$ cat src/rtl/dvrt_pkg.sv
// types and constants shared by the route table modules
`timescale 1ns / 1ps

package dvrt_pkg;

    localparam logic [30:0] DIST_INF       = 31'h7FFF_FFFF;
    localparam logic [3:0]  MAX_TTL        = 4'd15;
    localparam logic [7:0]  RELOAD_DEFAULT = 8'd20;
    localparam int          MAX_RESULTS    = 16;
    localparam int          EMIT_W         = $clog2(MAX_RESULTS + 1);
    localparam int          APB_AW         = 4;

    typedef enum logic [1:0] {
        CMD_ADVERT,
        CMD_TICK,
        CMD_FORWARD,
        CMD_ORIGINATE
    } t_cmd;

    typedef enum logic [2:0] {
        ACT_ABSORB,
        ACT_LOCAL,
        ACT_DROP,
        ACT_SEND,
        ACT_BCAST,
        ACT_ENTRY
    } t_action;

    typedef enum logic [1:0] {
        REG_OWN_ADDR,
        REG_OWN_MAC,
        REG_VAL_RELOAD
    } t_reg_idx;

    typedef enum logic [1:0] {
        ALU_EQ,
        ALU_GE,
        ALU_ADD_SAT,
        ALU_DEC_SAT
    } t_alu_op;

    typedef enum logic [3:0] {
        ST_IDLE,
        ST_CHK_ADDR,
        ST_CHK_MAC,
        ST_SUM,
        ST_SCAN_RD,
        ST_SCAN_EV,
        ST_DECIDE,
        ST_SLOT_RD,
        ST_SLOT_EV,
        ST_SLOT_GE,
        ST_AGE_RD,
        ST_AGE_EV,
        ST_RESULT
    } t_state;

    typedef struct packed {
        logic [31:0] addr;
        logic [31:0] next_hop;
        logic [30:0] distance;
        logic [7:0]  validity;
    } t_slot;

    typedef struct packed {
        t_action     action;
        logic [31:0] entry_addr;
        logic [31:0] next_hop;
        logic [30:0] route_distance;
        logic [7:0]  route_validity;
        logic [3:0]  ttl;
        logic        table_full;
        logic        last;
    } t_result;

endpackage

$ cat src/rtl/distance_vector_route_table.sv
// top level: sequencer, configuration registers and result register
`timescale 1ns / 1ps

// Distance-vector route table. Items enter on the in channel (valid/stall) and
// results leave through an output register on the out channel, so a finished
// result may wait there while the next item is taken. One item is worked at a
// time; o_in_stall is high from acceptance until the sequencer is back in idle.
// The cost is set by the slot walk: every slot is read from the slot memory
// and compared by the single shared unit. Advertisements (unless split horizon
// drops them), forward lookups (unless delivered locally or with a zero ttl)
// and originate lookups walk the slots once, and a tick walks them twice, a
// scan and then an aging pass; a result beat that waits for the output
// register holds the sequencer. Ticks emit valid slots in slot order, at most
// 16 beats. There is no clearing pass after reset. Registers: own_addr at 0x0,
// own_mac at 0x4, validity_reload at 0x8.
module distance_vector_route_table import dvrt_pkg::*; #(
    parameter int TABLE_ENTRIES = 16
) (
    input  logic              i_clk,
    input  logic              i_rst_n,
    input  logic              psel,
    input  logic              penable,
    input  logic              pwrite,
    input  logic [APB_AW-1:0] paddr,
    input  logic [31:0]       pwdata,
    output logic [31:0]       prdata,
    output logic              pready,
    input  logic              i_in_valid,
    output logic              o_in_stall,
    input  logic [1:0]        i_cmd,
    input  logic [31:0]       i_dest_addr,
    input  logic [31:0]       i_via_mac,
    input  logic [30:0]       i_adv_distance,
    input  logic [7:0]        i_adv_validity,
    input  logic [15:0]       i_link_cost,
    input  logic [3:0]        i_ttl_in,
    output logic              o_out_valid,
    input  logic              i_out_stall,
    output logic [2:0]        o_action,
    output logic [31:0]       o_entry_addr,
    output logic [31:0]       o_next_hop,
    output logic [30:0]       o_route_distance,
    output logic [7:0]        o_route_validity,
    output logic [3:0]        o_ttl_out,
    output logic              o_table_full,
    output logic              o_last
);

    localparam int            IW       = $clog2(TABLE_ENTRIES);
    localparam int            CW       = $clog2(TABLE_ENTRIES + 1);
    localparam int            LW       = (CW > EMIT_W) ? CW : EMIT_W;
    localparam logic [IW-1:0] LAST_IDX = IW'(TABLE_ENTRIES - 1);

    // control registers
    t_state        r_state, n_state;
    logic          r_out_valid, n_out_valid;
    logic [31:0]   r_own_addr, n_own_addr;
    logic [31:0]   r_own_mac, n_own_mac;
    logic [7:0]    r_reload, n_reload;

    // item and walk registers
    t_cmd          r_cmd, n_cmd;
    logic [31:0]   r_dest, n_dest;
    logic [31:0]   r_via, n_via;
    logic [30:0]   r_dist, n_dist;
    logic [7:0]    r_val, n_val;
    logic [15:0]   r_cost, n_cost;
    logic [3:0]    r_ttl, n_ttl;
    logic          r_poison, n_poison;
    logic [30:0]   r_sum, n_sum;
    logic [IW-1:0] r_idx, n_idx;
    logic          r_found, n_found;
    logic [IW-1:0] r_found_idx, n_found_idx;
    logic          r_free, n_free;
    logic [IW-1:0] r_free_idx, n_free_idx;
    logic [CW-1:0] r_nvalid, n_nvalid;
    logic [EMIT_W-1:0] r_emit, n_emit;
    logic          r_full, n_full;
    logic          r_hop_eq, n_hop_eq;
    t_result       r_fin, n_fin;
    t_result       r_out, n_out;

    // memory and shared unit
    logic          w_rd_en;
    logic [IW-1:0] w_rd_idx;
    logic          w_rd_valid;
    t_slot         w_rd_data;
    logic          w_wr_en;
    logic [IW-1:0] w_wr_idx;
    t_slot         w_wr_data;
    t_alu_op       w_alu_op;
    logic [31:0]   w_alu_a;
    logic [31:0]   w_alu_b;
    logic [31:0]   w_alu_res;
    logic          w_alu_flag;

    logic          w_out_free;
    logic          w_out_load;
    logic          w_step;
    logic          w_cfg_wr;
    logic [LW-1:0] w_nv_ext;
    logic [LW-1:0] w_lim;
    logic          w_tick_last;

    dvrt_slot_mem #(
        .ENTRIES (TABLE_ENTRIES)
    ) u_slot_mem (
        .i_clk      (i_clk),
        .i_rst_n    (i_rst_n),
        .i_rd_en    (w_rd_en),
        .i_rd_idx   (w_rd_idx),
        .o_rd_valid (w_rd_valid),
        .o_rd_data  (w_rd_data),
        .i_wr_en    (w_wr_en),
        .i_wr_idx   (w_wr_idx),
        .i_wr_data  (w_wr_data)
    );

    dvrt_alu u_alu (
        .i_op   (w_alu_op),
        .i_a    (w_alu_a),
        .i_b    (w_alu_b),
        .o_res  (w_alu_res),
        .o_flag (w_alu_flag)
    );

    assign w_out_free  = !r_out_valid || !i_out_stall;
    assign w_nv_ext    = LW'(r_nvalid);
    assign w_lim       = (w_nv_ext > LW'(MAX_RESULTS)) ? LW'(MAX_RESULTS) : w_nv_ext;
    assign w_tick_last = ((LW'(r_emit) + LW'(1)) == w_lim);

    // configuration port
    assign pready   = 1'b1;
    assign w_cfg_wr = psel && penable && pwrite;

    always_comb begin
        n_own_addr = r_own_addr;
        n_own_mac  = r_own_mac;
        n_reload   = r_reload;
        prdata     = '0;
        unique case (t_reg_idx'(paddr[3:2]))
            REG_OWN_ADDR: begin
                prdata = r_own_addr;
                if (w_cfg_wr) begin
                    n_own_addr = pwdata;
                end
            end
            REG_OWN_MAC: begin
                prdata = r_own_mac;
                if (w_cfg_wr) begin
                    n_own_mac = pwdata;
                end
            end
            REG_VAL_RELOAD: begin
                prdata = {24'd0, r_reload};
                if (w_cfg_wr) begin
                    n_reload = pwdata[7:0];
                end
            end
            default: begin
                prdata = '0;
            end
        endcase
    end

    // sequencer
    always_comb begin
        n_state     = r_state;
        n_out_valid = r_out_valid && i_out_stall;
        n_out       = r_out;
        n_cmd       = r_cmd;
        n_dest      = r_dest;
        n_via       = r_via;
        n_dist      = r_dist;
        n_val       = r_val;
        n_cost      = r_cost;
        n_ttl       = r_ttl;
        n_poison    = r_poison;
        n_sum       = r_sum;
        n_idx       = r_idx;
        n_found     = r_found;
        n_found_idx = r_found_idx;
        n_free      = r_free;
        n_free_idx  = r_free_idx;
        n_nvalid    = r_nvalid;
        n_emit      = r_emit;
        n_full      = r_full;
        n_hop_eq    = r_hop_eq;
        n_fin       = r_fin;
        w_alu_op    = ALU_EQ;
        w_alu_a     = '0;
        w_alu_b     = '0;
        w_rd_en     = 1'b0;
        w_rd_idx    = r_idx;
        w_wr_en     = 1'b0;
        w_wr_idx    = r_idx;
        w_wr_data   = w_rd_data;
        w_out_load  = 1'b0;
        w_step      = 1'b0;

        unique case (r_state)
            ST_IDLE: begin
                if (i_in_valid) begin
                    n_cmd    = t_cmd'(i_cmd);
                    n_dest   = i_dest_addr;
                    n_via    = i_via_mac;
                    n_dist   = i_adv_distance;
                    n_val    = i_adv_validity;
                    n_cost   = i_link_cost;
                    n_ttl    = i_ttl_in;
                    n_poison = (i_adv_distance == DIST_INF);
                    n_idx    = '0;
                    n_found  = 1'b0;
                    n_free   = 1'b0;
                    n_nvalid = '0;
                    n_emit   = '0;
                    n_full   = 1'b0;
                    if (i_cmd == CMD_ADVERT || i_cmd == CMD_FORWARD) begin
                        n_state = ST_CHK_ADDR;
                    end else begin
                        n_state = ST_SCAN_RD;
                    end
                end
            end
            ST_CHK_ADDR: begin
                w_alu_op   = ALU_EQ;
                w_alu_a    = r_dest;
                w_alu_b    = r_own_addr;
                n_fin      = '0;
                n_fin.last = 1'b1;
                if (r_cmd == CMD_ADVERT) begin
                    if (w_alu_flag) begin
                        n_fin.action = ACT_ABSORB;
                        n_state      = ST_RESULT;
                    end else begin
                        n_state = ST_CHK_MAC;
                    end
                end else if (w_alu_flag) begin
                    n_fin.action = ACT_LOCAL;
                    n_state      = ST_RESULT;
                end else if (r_ttl == 4'd0) begin
                    n_fin.action = ACT_DROP;
                    n_state      = ST_RESULT;
                end else begin
                    n_state = ST_SCAN_RD;
                end
            end
            ST_CHK_MAC: begin
                w_alu_op = ALU_EQ;
                w_alu_a  = r_via;
                w_alu_b  = r_own_mac;
                if (w_alu_flag) begin
                    n_fin        = '0;
                    n_fin.action = ACT_ABSORB;
                    n_fin.last   = 1'b1;
                    n_state      = ST_RESULT;
                end else begin
                    n_state = ST_SUM;
                end
            end
            ST_SUM: begin
                w_alu_op = ALU_ADD_SAT;
                w_alu_a  = {1'b0, r_dist};
                w_alu_b  = {16'd0, r_cost};
                n_sum    = w_alu_res[30:0];
                n_state  = ST_SCAN_RD;
            end
            ST_SCAN_RD: begin
                w_rd_en  = 1'b1;
                w_rd_idx = r_idx;
                n_state  = ST_SCAN_EV;
            end
            ST_SCAN_EV: begin
                w_alu_op = ALU_EQ;
                w_alu_a  = w_rd_data.addr;
                w_alu_b  = (r_cmd == CMD_TICK) ? r_own_addr : r_dest;
                if (w_rd_valid) begin
                    n_nvalid = r_nvalid + CW'(1);
                    if (w_alu_flag && !r_found) begin
                        n_found     = 1'b1;
                        n_found_idx = r_idx;
                    end
                end else if (!r_free) begin
                    n_free     = 1'b1;
                    n_free_idx = r_idx;
                end
                if (r_idx == LAST_IDX) begin
                    n_state = ST_DECIDE;
                end else begin
                    n_idx   = r_idx + IW'(1);
                    n_state = ST_SCAN_RD;
                end
            end
            ST_DECIDE: begin
                n_fin      = '0;
                n_fin.last = 1'b1;
                unique case (r_cmd)
                    CMD_TICK: begin
                        w_wr_data = '{addr: r_own_addr, next_hop: r_own_mac,
                                      distance: '0, validity: r_reload};
                        if (r_found) begin
                            w_wr_en  = 1'b1;
                            w_wr_idx = r_found_idx;
                        end else if (r_free) begin
                            w_wr_en  = 1'b1;
                            w_wr_idx = r_free_idx;
                            n_nvalid = r_nvalid + CW'(1);
                        end else begin
                            n_full = 1'b1;
                        end
                        n_idx   = '0;
                        n_state = ST_AGE_RD;
                    end
                    CMD_ADVERT: begin
                        n_fin.action = ACT_ABSORB;
                        if (r_found) begin
                            n_state = ST_SLOT_RD;
                        end else if (r_poison) begin
                            n_state = ST_RESULT;
                        end else if (r_free) begin
                            w_wr_en   = 1'b1;
                            w_wr_idx  = r_free_idx;
                            w_wr_data = '{addr: r_dest, next_hop: r_via,
                                          distance: r_sum, validity: r_val};
                            n_state   = ST_RESULT;
                        end else begin
                            n_fin.table_full = 1'b1;
                            n_state          = ST_RESULT;
                        end
                    end
                    CMD_FORWARD: begin
                        if (r_found) begin
                            n_state = ST_SLOT_RD;
                        end else begin
                            n_fin.action = ACT_BCAST;
                            n_fin.ttl    = r_ttl - 4'd1;
                            n_state      = ST_RESULT;
                        end
                    end
                    CMD_ORIGINATE: begin
                        if (r_found) begin
                            n_state = ST_SLOT_RD;
                        end else begin
                            n_fin.action = ACT_BCAST;
                            n_fin.ttl    = MAX_TTL;
                            n_state      = ST_RESULT;
                        end
                    end
                endcase
            end
            ST_SLOT_RD: begin
                w_rd_en  = 1'b1;
                w_rd_idx = r_found_idx;
                n_state  = ST_SLOT_EV;
            end
            ST_SLOT_EV: begin
                n_fin      = '0;
                n_fin.last = 1'b1;
                unique case (r_cmd)
                    CMD_ADVERT: begin
                        w_alu_op = ALU_EQ;
                        w_alu_a  = w_rd_data.next_hop;
                        w_alu_b  = r_via;
                        n_hop_eq = w_alu_flag;
                        n_state  = ST_SLOT_GE;
                    end
                    CMD_FORWARD: begin
                        n_fin.action   = ACT_SEND;
                        n_fin.next_hop = w_rd_data.next_hop;
                        n_fin.ttl      = r_ttl - 4'd1;
                        n_state        = ST_RESULT;
                    end
                    CMD_ORIGINATE: begin
                        w_alu_op = ALU_EQ;
                        w_alu_a  = {1'b0, w_rd_data.distance};
                        w_alu_b  = {1'b0, DIST_INF};
                        if (w_alu_flag) begin
                            n_fin.action = ACT_DROP;
                        end else begin
                            n_fin.action   = ACT_SEND;
                            n_fin.next_hop = w_rd_data.next_hop;
                            n_fin.ttl      = MAX_TTL;
                        end
                        n_state = ST_RESULT;
                    end
                    CMD_TICK: begin
                        n_state = ST_IDLE;
                    end
                endcase
            end
            ST_SLOT_GE: begin
                w_alu_op = ALU_GE;
                w_alu_a  = {1'b0, w_rd_data.distance};
                w_alu_b  = {1'b0, r_sum};
                w_wr_idx = r_found_idx;
                if (r_poison) begin
                    if (r_hop_eq) begin
                        w_wr_en            = 1'b1;
                        w_wr_data.distance = DIST_INF;
                        w_wr_data.validity = r_val;
                    end
                end else if (w_alu_flag) begin
                    w_wr_en   = 1'b1;
                    w_wr_data = '{addr: r_dest, next_hop: r_via,
                                  distance: r_sum, validity: r_val};
                end else if (r_hop_eq) begin
                    w_wr_en            = 1'b1;
                    w_wr_data.validity = r_val;
                end
                n_fin        = '0;
                n_fin.action = ACT_ABSORB;
                n_fin.last   = 1'b1;
                n_state      = ST_RESULT;
            end
            ST_AGE_RD: begin
                w_rd_en  = 1'b1;
                w_rd_idx = r_idx;
                n_state  = ST_AGE_EV;
            end
            ST_AGE_EV: begin
                w_alu_op           = ALU_DEC_SAT;
                w_alu_a            = {24'd0, w_rd_data.validity};
                w_wr_idx           = r_idx;
                w_wr_data.validity = w_alu_res[7:0];
                if (w_alu_res[7:0] == 8'd0) begin
                    w_wr_data.distance = DIST_INF;
                end
                w_step = 1'b1;
                if (w_rd_valid) begin
                    if (r_emit < EMIT_W'(MAX_RESULTS)) begin
                        if (w_out_free) begin
                            w_out_load           = 1'b1;
                            n_out                = '0;
                            n_out.action         = ACT_ENTRY;
                            n_out.entry_addr     = w_rd_data.addr;
                            n_out.next_hop       = r_own_mac;
                            n_out.route_distance = w_wr_data.distance;
                            n_out.route_validity = w_wr_data.validity;
                            n_out.table_full     = r_full;
                            n_out.last           = w_tick_last;
                            n_emit               = r_emit + EMIT_W'(1);
                        end else begin
                            w_step = 1'b0;
                        end
                    end
                    w_wr_en = w_step;
                end
                if (w_step) begin
                    if (r_idx == LAST_IDX) begin
                        n_state = ST_IDLE;
                    end else begin
                        n_idx   = r_idx + IW'(1);
                        n_state = ST_AGE_RD;
                    end
                end
            end
            ST_RESULT: begin
                if (w_out_free) begin
                    w_out_load = 1'b1;
                    n_out      = r_fin;
                    n_state    = ST_IDLE;
                end
            end
            default: begin
                n_state = ST_IDLE;
            end
        endcase

        if (w_out_load) begin
            n_out_valid = 1'b1;
        end
    end

    always_ff @(posedge i_clk) begin
        if (!i_rst_n) begin
            r_state     <= ST_IDLE;
            r_out_valid <= 1'b0;
            r_own_addr  <= '0;
            r_own_mac   <= '0;
            r_reload    <= RELOAD_DEFAULT;
        end else begin
            r_state     <= n_state;
            r_out_valid <= n_out_valid;
            r_own_addr  <= n_own_addr;
            r_own_mac   <= n_own_mac;
            r_reload    <= n_reload;
        end
    end

    always_ff @(posedge i_clk) begin
        r_cmd       <= n_cmd;
        r_dest      <= n_dest;
        r_via       <= n_via;
        r_dist      <= n_dist;
        r_val       <= n_val;
        r_cost      <= n_cost;
        r_ttl       <= n_ttl;
        r_poison    <= n_poison;
        r_sum       <= n_sum;
        r_idx       <= n_idx;
        r_found     <= n_found;
        r_found_idx <= n_found_idx;
        r_free      <= n_free;
        r_free_idx  <= n_free_idx;
        r_nvalid    <= n_nvalid;
        r_emit      <= n_emit;
        r_full      <= n_full;
        r_hop_eq    <= n_hop_eq;
        r_fin       <= n_fin;
        r_out       <= n_out;
    end

    assign o_in_stall       = (r_state != ST_IDLE);
    assign o_out_valid      = r_out_valid;
    assign o_action         = r_out.action;
    assign o_entry_addr     = r_out.entry_addr;
    assign o_next_hop       = r_out.next_hop;
    assign o_route_distance = r_out.route_distance;
    assign o_route_validity = r_out.route_validity;
    assign o_ttl_out        = r_out.ttl;
    assign o_table_full     = r_out.table_full;
    assign o_last           = r_out.last;

`ifndef SYNTHESIS
    a_accept_busy: assert property (@(posedge i_clk) disable iff (!i_rst_n)
        (i_in_valid && !o_in_stall) |=> (r_state != ST_IDLE))
        else $error("accepted beat did not start the sequencer");

    a_last_idle: assert property (@(posedge i_clk) disable iff (!i_rst_n)
        (r_state == ST_RESULT && w_out_load) |=> (r_state == ST_IDLE))
        else $error("result beat loaded while sequencer still busy");

    a_no_idle_write: assert property (@(posedge i_clk) disable iff (!i_rst_n)
        (r_state == ST_IDLE) |-> !w_wr_en)
        else $error("slot memory written while idle");

    a_emit_bound: assert property (@(posedge i_clk) disable iff (!i_rst_n)
        (r_state == ST_AGE_EV) |-> (r_emit <= EMIT_W'(MAX_RESULTS)))
        else $error("tick emitted too many entry beats");
`endif

endmodule

$ cat src/rtl/dvrt_alu.sv
// shared compare, saturating add and saturating decrement unit
`timescale 1ns / 1ps

module dvrt_alu import dvrt_pkg::*; (
    input  t_alu_op     i_op,
    input  logic [31:0] i_a,
    input  logic [31:0] i_b,
    output logic [31:0] o_res,
    output logic        o_flag
);

    logic [31:0] w_sum;

    assign w_sum = {1'b0, i_a[30:0]} + {1'b0, i_b[30:0]};

    always_comb begin
        o_res  = '0;
        o_flag = 1'b0;
        unique case (i_op)
            ALU_EQ: begin
                o_flag = (i_a == i_b);
            end
            ALU_GE: begin
                o_flag = (i_a >= i_b);
            end
            ALU_ADD_SAT: begin
                if (w_sum > {1'b0, DIST_INF}) begin
                    o_res = {1'b0, DIST_INF};
                end else begin
                    o_res = w_sum;
                end
            end
            ALU_DEC_SAT: begin
                o_res = (i_a == '0) ? '0 : (i_a - 32'd1);
            end
        endcase
    end

endmodule

$ cat src/rtl/dvrt_slot_mem.sv
// route slot memory with registered read and per-slot valid bits
`timescale 1ns / 1ps

module dvrt_slot_mem import dvrt_pkg::*; #(
    parameter  int ENTRIES = 16,
    localparam int IW      = $clog2(ENTRIES)
) (
    input  logic          i_clk,
    input  logic          i_rst_n,
    input  logic          i_rd_en,
    input  logic [IW-1:0] i_rd_idx,
    output logic          o_rd_valid,
    output t_slot         o_rd_data,
    input  logic          i_wr_en,
    input  logic [IW-1:0] i_wr_idx,
    input  t_slot         i_wr_data
);

    t_slot              r_mem [ENTRIES];
    logic [ENTRIES-1:0] r_valid;
    t_slot              r_rd_data;
    logic               r_rd_valid;

    always_ff @(posedge i_clk) begin
        if (i_wr_en) begin
            r_mem[i_wr_idx] <= i_wr_data;
        end
        if (i_rd_en) begin
            r_rd_data  <= r_mem[i_rd_idx];
            r_rd_valid <= r_valid[i_rd_idx];
        end
    end

    always_ff @(posedge i_clk) begin
        if (!i_rst_n) begin
            r_valid <= '0;
        end else if (i_wr_en) begin
            r_valid[i_wr_idx] <= 1'b1;
        end
    end

    assign o_rd_data  = r_rd_data;
    assign o_rd_valid = r_rd_valid;

endmodule
$ cat config.mk
export PLATFORM = sky130hd
export DESIGN_NAME = distance_vector_route_table
export DESIGN_NICKNAME = d
export VERILOG_FILES = /design/src/rtl/dvrt_pkg.sv /design/src/rtl/distance_vector_route_table.sv /design/src/rtl/dvrt_alu.sv /design/src/rtl/dvrt_slot_mem.sv
export SDC_FILE = /design/constraint.sdc
export NUM_CORES = 2
export LEC_CHECK = 0
export ABC_CLOCK_PERIOD_IN_PS = 13600
export CAP_MARGIN = 20
export CORE_AREA = 4 4 560 562
export CTS_CLUSTER_DIAMETER = 150
export DETAILED_ROUTE_END_ITERATION = 7
export DIE_AREA = 0 0 564 566
export DONT_BUFFER_PORTS = 1
export HOLD_SLACK_MARGIN = 0.02
export PLACE_DENSITY = 0.5
export REMOVE_ABC_BUFFERS = 1
export SLEW_MARGIN = 0
export SYNTH_ARGS = -nofsm -noshare
export SYNTH_HDL_FRONTEND = slang
export SYNTH_SLANG_ARGS = --single-unit
$ cat constraint.sdc
create_clock -name i_clk -period 13.6 [get_ports i_clk]
set_clock_uncertainty 0.15 [all_clocks]
set_input_delay 1.36 -clock i_clk [delete_from_list [all_inputs] [get_ports i_clk]]
set_output_delay 1.36 -clock i_clk [all_outputs]
set_load 0.01 [all_outputs]
==> out/qor.yml <==
clock-sinks: 2180
ys_ff_latch: 2180
cts_resized: 0
drtPass1Iterations: 8
required_ns: 13.94
avgViaCountPerCell: 5.54
dieArea_sq_um: 319000
antenna_found_initial: 66
synth_edf_count: 2087
cts_made_buffers: 241
syn_area_sq_um: 92200
worst_slew_pin_slew_ns: 1.71
min_path_type: "register to register"
drt_iter0_markers: 7531
maxCapViolCount: 0
p_seq_frac: 0.471
critPathKind: "register to register"
setup_ws_ns: 3.48
clkTransAtPathRegs_ns: 0.06
gp_congestion: 0.919
async_reset_ff_frac: 0
critPathMaxStageDelay_ns: 0.82
cts_max_level: 4
max_freq_ghz: 0.0988
ctsLongestPathBuffers: 4
syn_to_final_growth_pct: 14.8
setup_viol: 0
coreArea_sq_um: 308000
dieWidth_um: 564
intPower_mw: 12.4
root_buffer: "clkbuf_16"
comb_power_share: 0.143
relSlewSlack: -0.143
pwr_density_cell_nw_per_um2: 161
crit_path_frequent_cell: "buf_4"
drv_slew: 48
cts_tree: "built"
ioPinCount: 315
post-route-period-util: 0.744
final_cell_mix: "2087 x edfxtp_1, 623 x nand2_1, 416 x mux4_2"
detail_route.wl_per_cell_um: 33.5
die_h_um: 566
netlist_instances: 5724
grt_pass1_wl_mm: 460
switchingPower_mw: 4.67
drc: 1
post_cts_buffers: 0
final_area_sq_um: 106000
vias: 56100
drive_above_1_share: 0.185
holdWs_ns: 0.300
final_util: 0.343
timing.final.hold_violations: 0
grt_overflow: 0
dp_hpwl_mm: 206
clk_latency_ns: 0.93
end_kind: "register"
crit_arrival_ns: 10.46
grt_max_degree: 116
crit_slowest_cell: "buf_4"
cp_cell_sequence: "buf_4, inv_1, nand2_1, clkinv_2, buf_4, a22oi_1, nand2_1, nor3_1, inv_1, ha_1, nor3_1, inv_1, nor4_1, a21o_1, o21ai_4, buf_4, and3_1, o21a_1, nand2b_1, nor3_2, buf_4, buf_4"
switching_share: 0.273
ir_worst_vdd_uv: 118
port_buffers: 0
mostFrequentLayoutCell: "edfxtp_1"
ys_types: 87
final.min_clock_period_ns: 10.12
cts_hold_buf: 0
start_util: 0.299
antenna_left: 0
synth_ff_type: "edfxtp_1"
grt_pass1_vias: 54100
place_area_sq_um: 97700
grt.total_usage: 0.206
ys_warn_count: 0
rsz0062_at_grt: "no"
finalNetCount: 6008
rows: 204
clockPowerShare: 0.386
outcome: "finished, violations left"
place_ws_ns: 3.71
worstSetupStartpointType: "register"
leakagePower_nw: 34.3
syn_avg_cell_area_sq_um: 16.1
ys_seq_area_frac: 0.700
wl_mm: 340
path_max_fanout: 46
violations: "DRC, slew limit"
## power by group through the flow
| stage | clock network [mW] | registers [mW] | logic (mW) |
|---|---|---|---|
| finish | 6.60 | 8.04 | 2.43 |
| detailed placement | 0 | 8.17 | 2.42 |
| CTS | 6.74 | 8.03 | 2.43 |
| floorplan | 0 | 8.01 | 2.70 |
| global placement | 0 | 8.17 | 2.38 |
| global route | 7.02 | 8.03 | 2.60 |
## layout make-up
| cell class | instances | area, sq um |
|---|---|---|
| fill | 29700 | 202000 |
| sequential | 2180 | 64500 |
| multi-input combinational | 3000 | 25900 |
| clock buffer | 292 | 6280 |
| tap | 4120 | 5150 |
| clock inverter | 156 | 1690 |
| timing repair buffer | 171 | 1550 |
| inverter | 171 | 651 |
| antenna | 49 | 123 |
## sequential cells by signal, indices dropped and copies added (netlist names), 32 cells and up
name / count
r_dest: 32
u_slot_mem.o_rd_data: 103
o_entry_addr: 32
r_own_addr: 32
r_fin: 40
u_slot_mem.r_mem: 1648
r_own_mac: 32
r_via: 32
o_next_hop: 32
## cell families after synthesis
family	Yosys count	share of synthesized area
xor+xnor	51	0.00485
flops	2180	0.700
fa+ha+maj	75	0.0103
buf+inv	544	0.0238
mux	528	0.114
simple gates	1275	0.0658
other cells	1	0.0000407
compound gates	1070	0.0808
## cell usage after synthesis (24+ instances only)
library cell     n  area share
a21boi_0        66      0.0054
nand4b_1        31      0.0029
a22o_1          36      0.0034
o311a_1         32      0.0035
edfxtp_1      2087        0.68
nand2_1        623       0.025
mux4_2         416        0.10
a31oi_1        120      0.0081
or2_2           34      0.0023
nand2b_1        28      0.0019
mux2i_1         69      0.0075
a21oi_1        140      0.0076
o21a_1          42      0.0034
o21ai_0        189       0.010
xnor2_1         39      0.0037
mux2_2          39      0.0048
a22oi_1        113      0.0092
ha_1            74       0.010
a221oi_1        24      0.0023
nand3_1         25      0.0014
inv_1          170      0.0069
a222oi_1        39      0.0042
nor2_1         184      0.0075
nand3b_1        32      0.0026
dfxtp_1         93       0.020
a211oi_1       115      0.0094
and2_1         145      0.0098
nor3_1          62      0.0034
clkbuf_1       274       0.011
buf_1           54      0.0022
## metrics by stage
stage | total power [mW] | std cells | TNS [ns]
2_1_floorplan | 10.7 | 5351 | -7968.71
3_3_place_gp | 10.6 | 9628 | 0
3_5_place_dp | 10.6 | 9634 | 0
4_1_cts | 17.2 | 10100 | 0
5_1_grt | 17.7 | 10100 | 0
6_report | 17.1 | 10100 | 0
## per-layer routing
| layer | global-route usage | vias up | part of all wire |
|---|---|---|---|
| met1 | 0.283 | 29800 | 0.41 |
| met3 | 0.0512 | 580 | 0.096 |
| met5 | 0 | - | 0.00013 |
| met4 | 0.0806 | 8 | 0.041 |
| met2 | 0.313 | 2942 | 0.45 |
| li1 | - | 22800 | - |
## worst max-delay path: cells and delay by family, from the launching register on
| kind | cells | cell delay, ns |
|---|---|---|
| flops | 1 | 0.44 |
| fa+ha+maj | 1 | 0.38 |
| buf+inv | 9 | 4.10 |
| simple gates | 8 | 3.61 |
| compound gates | 4 | 0.85 |
## worst paths after layout
kind,startpoint,to,slack (ns),cells after the start
worst min-delay path,u_slot_mem.r_valid[15],u_slot_mem.r_valid[15],0.30,2
worst max-delay path,r_state[3],u_slot_mem.r_mem[10][13],3.48,22
worst min register to register,u_slot_mem.r_valid[15],u_slot_mem.r_valid[15],0.30,2
worst max register to register,r_state[3],u_slot_mem.r_mem[10][13],3.48,22
Power figures use the tool's default switching activity.
